--- src/rtl/header_token_search_core_assert.svh ---
// Assertion helpers used by header_token_search_core.sv.
`ifndef HEADER_TOKEN_SEARCH_CORE_ASSERT_SVH
`define HEADER_TOKEN_SEARCH_CORE_ASSERT_SVH

// Same-cycle implication, off while reset is held.
`define HTS_ASSERT_NOW(lbl, clk, rst_n, ante, cons) \
    lbl: assert property (@(posedge clk) disable iff (!(rst_n)) (ante) |-> (cons)) \
        else $error("hts assertion failed");

// Next-cycle implication, off while reset is held.
`define HTS_ASSERT_NEXT(lbl, clk, rst_n, ante, cons) \
    lbl: assert property (@(posedge clk) disable iff (!(rst_n)) (ante) |=> (cons)) \
        else $error("hts assertion failed");

`endif

--- src/rtl/hts_pkg.sv ---
`default_nettype none
package hts_pkg;

    localparam logic [7:0] CH_LF    = 8'h0A;
    localparam logic [7:0] CH_CR    = 8'h0D;
    localparam logic [7:0] CH_COLON = 8'h3A;
    localparam logic [7:0] CH_SPACE = 8'h20;
    localparam logic [7:0] CH_TAB   = 8'h09;

    // characters held by one pair of 64-bit registers
    localparam int REG_CHARS  = 16;
    localparam int LEN_W      = 5;
    localparam int CFG_IDX_W  = 3;
    localparam int CFG_DATA_W = 64;

    localparam logic [CFG_IDX_W-1:0] REG_NAME_LO  = 3'd0;
    localparam logic [CFG_IDX_W-1:0] REG_NAME_HI  = 3'd1;
    localparam logic [CFG_IDX_W-1:0] REG_NAME_LEN = 3'd2;
    localparam logic [CFG_IDX_W-1:0] REG_TOK_LO   = 3'd3;
    localparam logic [CFG_IDX_W-1:0] REG_TOK_HI   = 3'd4;
    localparam logic [CFG_IDX_W-1:0] REG_TOK_LEN  = 3'd5;

    typedef struct packed {
        logic       shift;
        logic       clear;
        logic [7:0] lc_byte;
    } t_chain_ctl;

    typedef struct packed {
        logic valid;
        logic found;
    } t_result;

    function automatic logic [7:0] to_lower(input logic [7:0] c);
        logic [7:0] r;
        r = (c >= 8'h41 && c <= 8'h5A) ? c + 8'h20 : c;
        return r;
    endfunction

endpackage
`default_nettype wire

--- src/rtl/hts_if.sv ---
`default_nettype none
interface hts_byte_if;
    logic       valid;
    logic       ready;
    logic [7:0] data_byte;
    logic       last_byte;
    modport source (output valid, output data_byte, output last_byte, input ready);
    modport sink (input valid, input data_byte, input last_byte, output ready);
endinterface

interface hts_result_if;
    logic valid;
    logic ready;
    logic token_found;
    modport source (output valid, output token_found, input ready);
    modport sink (input valid, input token_found, output ready);
endinterface

interface hts_cfg_if;
    import hts_pkg::*;
    logic                  valid;
    logic                  ready;
    logic [CFG_IDX_W-1:0]  index;
    logic [CFG_DATA_W-1:0] data;
    modport source (output valid, output index, output data, input ready);
    modport sink (input valid, input index, input data, output ready);
endinterface
`default_nettype wire

--- src/rtl/header_token_search_core.sv ---
// Channel   Dir  Fields                   Transaction
// i_cfg     in   index, data              register write, always ready
// i_byte    in   data_byte, last_byte     one header byte
// o_result  out  token_found              one flag per header block
//
// One byte per cycle while the output queue has room; the token compare is a chain of TOKEN_MAX
// cells that each advance one position per value byte.
// The flag of the final byte is registered into the two-entry output queue.
// i_byte stalls only while both queue entries wait on o_result.
// Reset (synchronous, active low) clears registers, line state and chain.
`default_nettype none
`include "header_token_search_core_assert.svh"
module header_token_search_core #(
    parameter int NAME_MAX  = 16,
    parameter int TOKEN_MAX = 16
) (
    input  wire logic     i_clk,
    input  wire logic     i_rst_n,
    hts_cfg_if.sink       i_cfg,
    hts_byte_if.sink      i_byte,
    hts_result_if.source  o_result
);
    import hts_pkg::*;

    logic [CFG_DATA_W-1:0] r_name_lo, r_name_hi, r_tok_lo, r_tok_hi;
    logic [LEN_W-1:0]      r_name_len, r_tok_len;

    logic [8*REG_CHARS-1:0] w_tok_word;
    logic                   w_acc;
    logic                   w_hit;
    logic [TOKEN_MAX-1:0]   w_hits;
    logic [TOKEN_MAX:0]     w_match;
    t_chain_ctl             w_ctl;
    t_result                w_res;

    logic r_out_valid, r_out_found;
    logic r_sk_valid, r_sk_found;
    logic w_take;

    assign i_cfg.ready = 1'b1;

    always_ff @(posedge i_clk) begin
        if (!i_rst_n) begin
            r_name_lo  <= '0;
            r_name_hi  <= '0;
            r_name_len <= '0;
            r_tok_lo   <= '0;
            r_tok_hi   <= '0;
            r_tok_len  <= '0;
        end else if (i_cfg.valid) begin
            unique case (i_cfg.index)
                REG_NAME_LO:  r_name_lo  <= i_cfg.data;
                REG_NAME_HI:  r_name_hi  <= i_cfg.data;
                REG_NAME_LEN: r_name_len <= i_cfg.data[LEN_W-1:0];
                REG_TOK_LO:   r_tok_lo   <= i_cfg.data;
                REG_TOK_HI:   r_tok_hi   <= i_cfg.data;
                REG_TOK_LEN:  r_tok_len  <= i_cfg.data[LEN_W-1:0];
                default: begin
                end
            endcase
        end
    end

    assign i_byte.ready = !r_sk_valid;
    assign w_acc        = i_byte.valid && !r_sk_valid;
    assign w_tok_word   = {r_tok_hi, r_tok_lo};

    hts_ctrl #(
        .NAME_MAX (NAME_MAX)
    ) u_ctrl (
        .i_clk       (i_clk),
        .i_rst_n     (i_rst_n),
        .i_acc       (w_acc),
        .i_data      (i_byte.data_byte),
        .i_last      (i_byte.last_byte),
        .i_name_word ({r_name_hi, r_name_lo}),
        .i_name_len  (r_name_len),
        .i_tok_empty (r_tok_len == '0),
        .i_hit       (w_hit),
        .o_ctl       (w_ctl),
        .o_res       (w_res)
    );

    assign w_match[0] = 1'b1;

    for (genvar k = 0; k < TOKEN_MAX; k++) begin : g_cell
        logic [7:0] w_tok_char;
        if (k < REG_CHARS) begin : g_reg
            assign w_tok_char = to_lower(w_tok_word[8*k +: 8]);
        end else begin : g_zero
            assign w_tok_char = 8'h00;
        end
        hts_cell u_cell (
            .i_clk      (i_clk),
            .i_rst_n    (i_rst_n),
            .i_ctl      (w_ctl),
            .i_tok_char (w_tok_char),
            .i_is_last  (32'(r_tok_len) == k + 1),
            .i_prev     (w_match[k]),
            .o_match    (w_match[k+1]),
            .o_hit      (w_hits[k])
        );
    end

    assign w_hit = |w_hits;

    // two-entry result queue: head drives o_result, second entry absorbs a stall
    assign w_take = r_out_valid && o_result.ready;

    always_ff @(posedge i_clk) begin
        if (!i_rst_n) begin
            r_out_valid <= 1'b0;
            r_sk_valid  <= 1'b0;
        end else begin
            priority if (w_take && w_res.valid) begin
                if (r_sk_valid) begin
                    r_out_found <= r_sk_found;
                    r_sk_found  <= w_res.found;
                end else begin
                    r_out_found <= w_res.found;
                end
            end else if (w_take) begin
                r_out_valid <= r_sk_valid;
                r_out_found <= r_sk_found;
                r_sk_valid  <= 1'b0;
            end else if (w_res.valid) begin
                if (!r_out_valid) begin
                    r_out_valid <= 1'b1;
                    r_out_found <= w_res.found;
                end else begin
                    r_sk_valid <= 1'b1;
                    r_sk_found <= w_res.found;
                end
            end else begin
            end
        end
    end

    assign o_result.valid       = r_out_valid;
    assign o_result.token_found = r_out_found;

    `HTS_ASSERT_NOW(a_skid_behind_head, i_clk, i_rst_n, r_sk_valid, r_out_valid)
    `HTS_ASSERT_NEXT(a_final_byte_shows, i_clk, i_rst_n, w_acc && i_byte.last_byte, r_out_valid)
    `HTS_ASSERT_NEXT(a_drain_moves_up, i_clk, i_rst_n, w_take && !w_res.valid && r_sk_valid, r_out_valid && !r_sk_valid)
    `HTS_ASSERT_NOW(a_chain_head_set, i_clk, i_rst_n, w_ctl.shift, w_match[0] && !w_ctl.clear || w_ctl.clear)

endmodule
`default_nettype wire

--- src/rtl/hts_cell.sv ---
`default_nettype none
// One position of the token match chain: holds whether the token prefix
// ending at this position matched the latest value bytes.
module hts_cell (
    input  wire logic                i_clk,
    input  wire logic                i_rst_n,
    input  wire hts_pkg::t_chain_ctl i_ctl,
    input  wire logic [7:0]          i_tok_char,
    input  wire logic                i_is_last,
    input  wire logic                i_prev,
    output logic                     o_match,
    output logic                     o_hit
);
    import hts_pkg::*;

    logic r_match;
    logic n_match;

    assign n_match = i_prev && (i_ctl.lc_byte == i_tok_char);
    assign o_hit   = i_ctl.shift && i_is_last && n_match;
    assign o_match = r_match;

    always_ff @(posedge i_clk) begin
        if (!i_rst_n) begin
            r_match <= 1'b0;
        end else if (i_ctl.clear) begin
            r_match <= 1'b0;
        end else if (i_ctl.shift) begin
            r_match <= n_match;
        end
    end

endmodule
`default_nettype wire

--- src/rtl/hts_ctrl.sv ---
`default_nettype none
// Line parser: name compare, colon and blank handling, found flag.
module hts_ctrl #(
    parameter int NAME_MAX = 16
) (
    input  wire logic                            i_clk,
    input  wire logic                            i_rst_n,
    input  wire logic                            i_acc,
    input  wire logic [7:0]                      i_data,
    input  wire logic                            i_last,
    input  wire logic [8*hts_pkg::REG_CHARS-1:0] i_name_word,
    input  wire logic [hts_pkg::LEN_W-1:0]       i_name_len,
    input  wire logic                            i_tok_empty,
    input  wire logic                            i_hit,
    output hts_pkg::t_chain_ctl                  o_ctl,
    output hts_pkg::t_result                     o_res
);
    import hts_pkg::*;

    localparam int OW = $clog2(NAME_MAX + 2);

    localparam logic [1:0] PH_NAME   = 2'd0;
    localparam logic [1:0] PH_SKIP   = 2'd1;
    localparam logic [1:0] PH_VALUE  = 2'd2;
    localparam logic [1:0] PH_IGNORE = 2'd3;

    logic [OW-1:0] r_offset, n_offset;
    logic          r_name_ok, n_name_ok;
    logic [1:0]    r_phase, n_phase;
    logic          r_after_nl, n_after_nl;
    logic          r_found, n_found;

    logic [7:0] w_lc;
    logic [7:0] w_name_char;
    logic [3:0] w_idx;
    logic       w_drop_cr;
    logic       w_is_nl;
    logic       w_push;
    logic       w_colon_hit;
    logic       w_found_now;

    assign w_lc      = to_lower(i_data);
    assign w_idx     = 4'(r_offset);
    assign w_drop_cr = r_after_nl && (i_data == CH_CR);
    assign w_is_nl   = (i_data == CH_LF);

    always_comb begin
        if (32'(r_offset) < REG_CHARS) begin
            w_name_char = to_lower(i_name_word[{w_idx, 3'b000} +: 8]);
        end else begin
            w_name_char = 8'h00;
        end
    end

    always_comb begin
        n_offset    = r_offset;
        n_name_ok   = r_name_ok;
        n_phase     = r_phase;
        n_after_nl  = r_after_nl;
        n_found     = r_found;
        w_push      = 1'b0;
        w_colon_hit = 1'b0;
        if (i_acc) begin
            n_after_nl = 1'b0;
            if (!w_drop_cr) begin
                if (w_is_nl) begin
                    n_offset   = '0;
                    n_name_ok  = 1'b1;
                    n_phase    = PH_NAME;
                    n_after_nl = 1'b1;
                end else begin
                    unique case (r_phase)
                        PH_NAME: begin
                            if (i_data == CH_COLON) begin
                                if (r_name_ok && (32'(i_name_len) <= NAME_MAX) &&
                                    (32'(r_offset) == 32'(i_name_len))) begin
                                    n_phase     = PH_SKIP;
                                    w_colon_hit = i_tok_empty;
                                end else begin
                                    n_phase = PH_IGNORE;
                                end
                            end else begin
                                if ((32'(r_offset) >= 32'(i_name_len)) ||
                                    (w_lc != w_name_char)) begin
                                    n_name_ok = 1'b0;
                                end
                                // saturate just past the longest legal name
                                if (32'(r_offset) < NAME_MAX + 1) begin
                                    n_offset = r_offset + OW'(1);
                                end
                            end
                        end
                        PH_SKIP: begin
                            if (i_data != CH_SPACE && i_data != CH_TAB) begin
                                n_phase = PH_VALUE;
                                w_push  = 1'b1;
                            end
                        end
                        PH_VALUE: begin
                            w_push = 1'b1;
                        end
                        default: begin
                        end
                    endcase
                end
            end
            if (i_last) begin
                n_offset   = '0;
                n_name_ok  = 1'b1;
                n_phase    = PH_NAME;
                n_after_nl = 1'b0;
                n_found    = 1'b0;
            end else begin
                n_found = w_found_now;
            end
        end
    end

    assign w_found_now = r_found || w_colon_hit || i_hit;

    assign o_ctl.shift   = w_push;
    assign o_ctl.clear   = i_acc && ((!w_drop_cr && w_is_nl) || i_last);
    assign o_ctl.lc_byte = w_lc;

    assign o_res.valid = i_acc && i_last;
    assign o_res.found = w_found_now;

    always_ff @(posedge i_clk) begin
        if (!i_rst_n) begin
            r_offset   <= '0;
            r_name_ok  <= 1'b1;
            r_phase    <= PH_NAME;
            r_after_nl <= 1'b0;
            r_found    <= 1'b0;
        end else begin
            r_offset   <= n_offset;
            r_name_ok  <= n_name_ok;
            r_phase    <= n_phase;
            r_after_nl <= n_after_nl;
            r_found    <= n_found;
        end
    end

endmodule
`default_nettype wire
--- src/flat_wrapper.sv ---
// flat-port wrapper written by rule: the top's interface ports become plain ports
module header_token_search_core_flat import hts_pkg::*;
#(
    parameter int NAME_MAX  = 16,
    parameter int TOKEN_MAX = 16
)
  (i_clk, i_rst_n, i_cfg_valid, i_cfg_index, i_cfg_data, i_cfg_ready, i_byte_valid, i_byte_data_byte, i_byte_last_byte, i_byte_ready, o_result_valid, o_result_token_found, o_result_ready);
  hts_cfg_if i_cfg_i ();
  hts_byte_if i_byte_i ();
  hts_result_if o_result_i ();
  input  wire logic i_clk;
  input  wire logic i_rst_n;
  input wire logic [$bits(i_cfg_i.valid)-1:0] i_cfg_valid;
  input wire logic [$bits(i_cfg_i.index)-1:0] i_cfg_index;
  input wire logic [$bits(i_cfg_i.data)-1:0] i_cfg_data;
  output wire logic [$bits(i_cfg_i.ready)-1:0] i_cfg_ready;
  input wire logic [$bits(i_byte_i.valid)-1:0] i_byte_valid;
  input wire logic [$bits(i_byte_i.data_byte)-1:0] i_byte_data_byte;
  input wire logic [$bits(i_byte_i.last_byte)-1:0] i_byte_last_byte;
  output wire logic [$bits(i_byte_i.ready)-1:0] i_byte_ready;
  output wire logic [$bits(o_result_i.valid)-1:0] o_result_valid;
  output wire logic [$bits(o_result_i.token_found)-1:0] o_result_token_found;
  input wire logic [$bits(o_result_i.ready)-1:0] o_result_ready;
  assign i_cfg_i.valid = i_cfg_valid;
  assign i_cfg_i.index = i_cfg_index;
  assign i_cfg_i.data = i_cfg_data;
  assign i_cfg_ready = i_cfg_i.ready;
  assign i_byte_i.valid = i_byte_valid;
  assign i_byte_i.data_byte = i_byte_data_byte;
  assign i_byte_i.last_byte = i_byte_last_byte;
  assign i_byte_ready = i_byte_i.ready;
  assign o_result_valid = o_result_i.valid;
  assign o_result_token_found = o_result_i.token_found;
  assign o_result_i.ready = o_result_ready;
  header_token_search_core #(.NAME_MAX(NAME_MAX), .TOKEN_MAX(TOKEN_MAX)) u_core (.i_clk(i_clk), .i_rst_n(i_rst_n), .i_cfg(i_cfg_i), .i_byte(i_byte_i), .o_result(o_result_i));
endmodule
--- config.mk ---
export PLATFORM = sky130hd
export DESIGN_NAME = header_token_search_core_flat
export DESIGN_NICKNAME = d
export VERILOG_FILES = /design/src/rtl/hts_pkg.sv /design/src/rtl/hts_if.sv /design/src/rtl/header_token_search_core.sv /design/src/rtl/hts_cell.sv /design/src/rtl/hts_ctrl.sv /design/src/flat_wrapper.sv
export VERILOG_INCLUDE_DIRS = /design/src /design/src/rtl
export SDC_FILE = /design/constraint.sdc
export NUM_CORES = 1
export LEC_CHECK = 0
export BUFFER_PORTS_ARGS = -buffer_cell sky130_fd_sc_hd__buf_2
export CAP_MARGIN = 20
export CORE_MARGIN = 2
export CORE_UTILIZATION = 33
export CTS_CLUSTER_DIAMETER = 200
export DETAILED_ROUTE_END_ITERATION = 7
export PLACE_DENSITY = 0.46
export SLEW_MARGIN = 10
export SYNTH_ARGS = -nofsm -noshare
export SYNTH_HDL_FRONTEND = slang
export SYNTH_HIERARCHICAL = 1
export SYNTH_SLANG_ARGS = --single-unit
--- constraint.sdc ---
create_clock -name i_clk -period 7.5 [get_ports i_clk]
set_clock_uncertainty 0.2 [all_clocks]
set_input_delay 1.125 -clock i_clk [delete_from_list [all_inputs] [get_ports i_clk]]
set_output_delay 1.125 -clock i_clk [all_outputs]
set_load 0.02 [all_outputs]
* Word level (Yosys, flattened, before mapping)
Index checks and enable logic that the tools add are counted.
** Storage, ports and cells
- Register bits after elaboration :: 295
- Bits of input ports :: 81
- Output and inout bits :: 4
- Logic and storage cells :: 321
** Cells by class
- Add/sub/neg operators :: 19
- $lt $le $gt $ge :: 40
- Equal/unequal tests :: 53
- Shift operators :: 1
- Mux-type cells :: 68
- Bitwise operators :: 2
- Reduce and logical (&&, ||, !) cells :: 108
** Operators by type and width (count)
- $mux W8 :: 19
- $add A8 B6 Y8 const B :: 18
- $ge A8 B7 Y1 const B :: 18
- $le A8 B7 Y1 const B :: 18
- $eq A8 B8 Y1 :: 16
- $shiftx A128 B8 Y8 :: 1
- $logic_and A1 B1 Y1 :: 75
- $eq A5 B4 Y1 const B :: 8
- $mux W1 :: 35
- $mux W5 :: 6
- $eq A5 B3 Y1 const B :: 4
- $reduce_and A5 Y1 :: 4
- $eq A8 B4 Y1 const B :: 2
- $reduce_or A16 Y1 :: 1
- $reduce_and A2 Y1 :: 7
- $mux W2 :: 6
- $reduce_bool A3 Y1 :: 4
- $eq A5 B2 Y1 const B :: 2
- $lt A5 B5 Y1 const B :: 2
- $eq A8 B6 Y1 const B :: 1
- $ne A4 B4 Y1 const B :: 2
- $ne A8 B4 Y1 const B :: 1
- $ne A8 B6 Y1 const B :: 1
- $ne A8 B8 Y1 :: 1
- 26 further kinds :: 39

* Logic depth before layout (Yosys ltp)
- Depth after elaboration :: 15
- Depth in mapped cells :: 15
- Depth with buffers taken out :: 15

* Cells and area by module
Netlist, hierarchy kept.
** Modules (own cells, without submodules)
- header_token_search_core :: instances 1, cells each 1404, area an instance 11506.0 um2, seq. area each 5425.2 um2
- hts_cell :: instances 16, cells each 17, area an instance 146.4 um2, seq. area each 20.0 um2
- hts_ctrl :: instances 1, cells each 219, area an instance 2127.0 um2, seq. area each 200.2 um2

* Least setup slack after synthesis
Ideal clock, no wire load.
- Kind :: input -> register
- From :: input i_byte_data_byte[4]
- To :: register u_core.r_out_found, in the netlist u_core/o_result.token_found, data pin
- Setup time :: 0.260 ns
- Arrival time :: 4.097 ns
- Required time :: 7.040 ns
- Path slack :: 2.943 ns
- Stages on the path :: 13
- Path buffers :: 2
- Cells stage by stage :: clkbuf_1 -> or4_1 -> o21ai_1 -> o41a_1 -> xnor2_1 -> nand3_1 -> nor4_2 -> and3_1 -> nor4_1 -> nand4_1 -> a311o_1 -> buf_4 -> mux2_2
** RTL lines
- start, declared :: RTL line flat_wrapper.sv:18 : input wire logic [$bits(i_byte_i.data_byte)-1:0] i_byte_data_byte;
- end signal, assigned :: RTL line header_token_search_core.sv:117 : r_out_found <= r_sk_found;
- end signal, assigned :: RTL line header_token_search_core.sv:120 : r_out_found <= w_res.found;
- end signal, assigned :: RTL line header_token_search_core.sv:124 : r_out_found <= r_sk_found;
- end, declared :: RTL line header_token_search_core.sv:36 : logic r_out_valid, r_out_found;

==> impl_metrics.ini <==
[sta]
fin_crit_sh_pct = 66.38
rsz0062_at_grt = false
finalHoldViolCount = 0
fin_tns_setup_ns = 0
setup_viol = 0
slew_violations = 0
worst_slew_pin_slew_ns = 1.011
max-slew-margin-rel_pct = 32.63
max_freq_ghz = 0.2009
fin_crit_ns = 4.978

[routing]
ant_nets = 0
post_drt_via_cell_ratio = 5.158
wirelength_um = 52220
wire_per_inst_um = 20.34
drc = 0
drtIter0Drc = 793
vias = 13240
dr.pass1.iters = 5

[cells_and_area]
final_nets = 2033
antennaDiodeCount = 0
fillers = 4859
seqCellArea_um2 = 5928
stdcell_count = 2567
final_core_util_pct = 37.76
drive_above_1_share_pct = 12.09
area_growth_pct = 13.17
multi_input_area_um2 = 9275

[logic_synthesis]
syn_avg_cell_area_um2 = 8.425
synthCells = 1891
yosysWarningCount = 6
netlist_area_um2 = 15930

[setup_path]
cp_num_buf_inv = 2
critPathMaxStageDelay_ns = 0.85
arrival_ns = 5.09
cp_data_required_time_ns = 7.61
crit_top_cell = nand3_1
crit_path_start_kind = input pin
slowest_stage = a21o_1
path_cells = buf_2, inv_1, nand2_1, nand3_1, o21ai_1, nor4b_1, a21o_1, xnor2_1, nand3_1, nor4_2, and3_1, nor4_1, nand4_1, a311o_1, mux2_2
endpoint_kind = flop
critical-path-top-delay-family = simple AND/OR/NAND/NOR gates
crit_fanout = 22
crit_type = input pin to flop

[global_routing]
grt_pass1_vias = 12760
gr-usage-all-layers_pct = 21.04
grt_pass1_wl_um = 80440
grt_max_degree = 110
antenna_found_initial = 0
overflow = 0

[clocking]
ctsResizeCount = 0
cts_buffer_depth = 3
hold_buffers = 0
cts_buffers = 38
clk_latency_ns = 0.56
clock-root-buffer = clkbuf_16
cts_htree_levels = 2
post-cts-setup-buffers = 0
cts_tree = done
clkTransAtPathRegs_ns = 0.06
clkSinkCount = 295

[placed_design]
gp_congestion = 0.8007
hpwl_um = 35940
numPlacedInstances = 2498
portBuffers = 83

[power_and_ir_drop]
power_density_nw_per_um2 = 215.3
p_leak_nw = 6.459
ir_drop_mv = 0.1234

[worst_hold_path]
min_path_type = flop to flop

[die]
ios = 85
die_h_um = 223.7
row_count = 80
floorplan.initialDensity_pct = 33.37
core_area_um2 = 47750
die_area_um2 = 50050
die_x_um = 223.7

[job]
maxCapViolCount = 0

[run_status]
outcome = completed
[area by class of cell]
type / count / area share (%)
clock buffer: 58 / 6.475
inverter: 57 / 1.187
timing repair buffer: 100 / 3.046
multi-input combinational: 1431 / 51.44
sequential: 295 / 32.88
tap: 615 / 4.268
clock inverter: 11 / 0.7009
[path summary, 6_finish.rpt]
| kind | start | to | slack, ns | depth (start not counted) |
|---|---|---|---|---|
| worst max-delay path | i_byte_data_byte[2] | u_core/o_result.token_found$_DFFE_PP_ | 2.52 | 15 |
| worst min-delay path | u_core/r_name_lo[60]$_SDFFE_PN0P_ | u_core/r_name_lo[60]$_SDFFE_PN0P_ | 0.25 | 2 |
| worst max register to register | u_core/u_ctrl/r_offset[0]$_SDFFE_PN0P_ | u_core/u_ctrl/r_name_ok$_SDFFE_PN1P_ | 3.34 | 10 |
| worst min register to register | u_core/r_name_lo[60]$_SDFFE_PN0P_ | u_core/r_name_lo[60]$_SDFFE_PN0P_ | 0.25 | 2 |
[per-stage QoR]
stage          setup slack [ns]  hold slack [ns]  cell area [um2]  power (mW)
5_1_grt                   2.293           0.2739            18030       4.036
4_1_cts                   2.521           0.2521            18030       3.939
3_3_place_gp              2.062           0.2395            16740       2.029
6_report                  2.522           0.2485            18030       3.882
3_5_place_dp              1.921           0.2433            16740       2.035
2_1_floorplan             2.943           0.2319            15940       1.888
[worst min-delay path, cell delays in order, from the launching register on]
cell	delay (ns)
dfxtp_1	0.30
nand2_1	0.05
a21boi_1	0.05
[registers in the layout, summed over array words and instances, names as in the netlist]
signal                        cells
u_core/r_name_lo                 64
u_core/u_ctrl/r_found             1
u_core/o_result.valid             1
u_core/r_name_len                 5
u_core/r_sk_found                 1
u_core/u_ctrl/r_phase             2
u_core/r_name_hi                 64
u_core/r_sk_valid                 1
u_core/u_ctrl/r_offset            5
u_core/g_cell.u_cell/o_match     15
u_core/r_tok_len                  5
u_core/r_tok_hi                  64
u_core/o_result.token_found       1
u_core/r_tok_lo                  64
u_core/u_ctrl/r_after_nl          1
u_core/u_ctrl/r_name_ok           1
[metal layers]
layer / track usage (%) / vias to the layer above / share of wire (%)
met2: 34.55 / 235 / 46
met3: 2.807 / 56 / 3.7
met1: 29.13 / 6408 / 48
li1: - / 6541 / -
met4: 5.419 / 0 / 2.1
met5: 0 / - / 0
[power by group]
| part | leakage, nW | internal, mW | switching (mW) |
|---|---|---|---|
| clock network | 0.641 | 1.15 | 0.740 |
| registers | 2.39 | 1.60 | 0.0337 |
| logic | 3.43 | 0.134 | 0.226 |
| total | 6.46 | 2.88 | 0.999 |
[placed cells by master (no fill, tap or decap), types with 5 or more instances in the layout]
master,instances
nor3b_1,5
a41o_1,20
a21boi_0,173
nor2b_1,14
a21oi_1,22
clkbuf_1,7
nor4_2,16
a21boi_1,95
a2bb2oi_1,6
o41a_1,11
buf_2,82
a31o_2,5
nor4_1,6
o31ai_1,12
and3_1,18
o21bai_1,10
mux4_2,33
o21ai_0,8
clkbuf_8,12
nor3_1,25
nand4_1,5
nand2b_1,9
xnor2_1,69
nor2_1,58
buf_4,17
clkbuf_16,39
xor2_1,65
dfxtp_1,291
nand3_1,37
nor4bb_1,16
mux2i_1,22
clkinv_2,6
o2bb2ai_1,9
ha_1,29
or3_1,5
nand2_1,571
inv_1,55
Note: power is estimated with default switching activity, not from simulation.
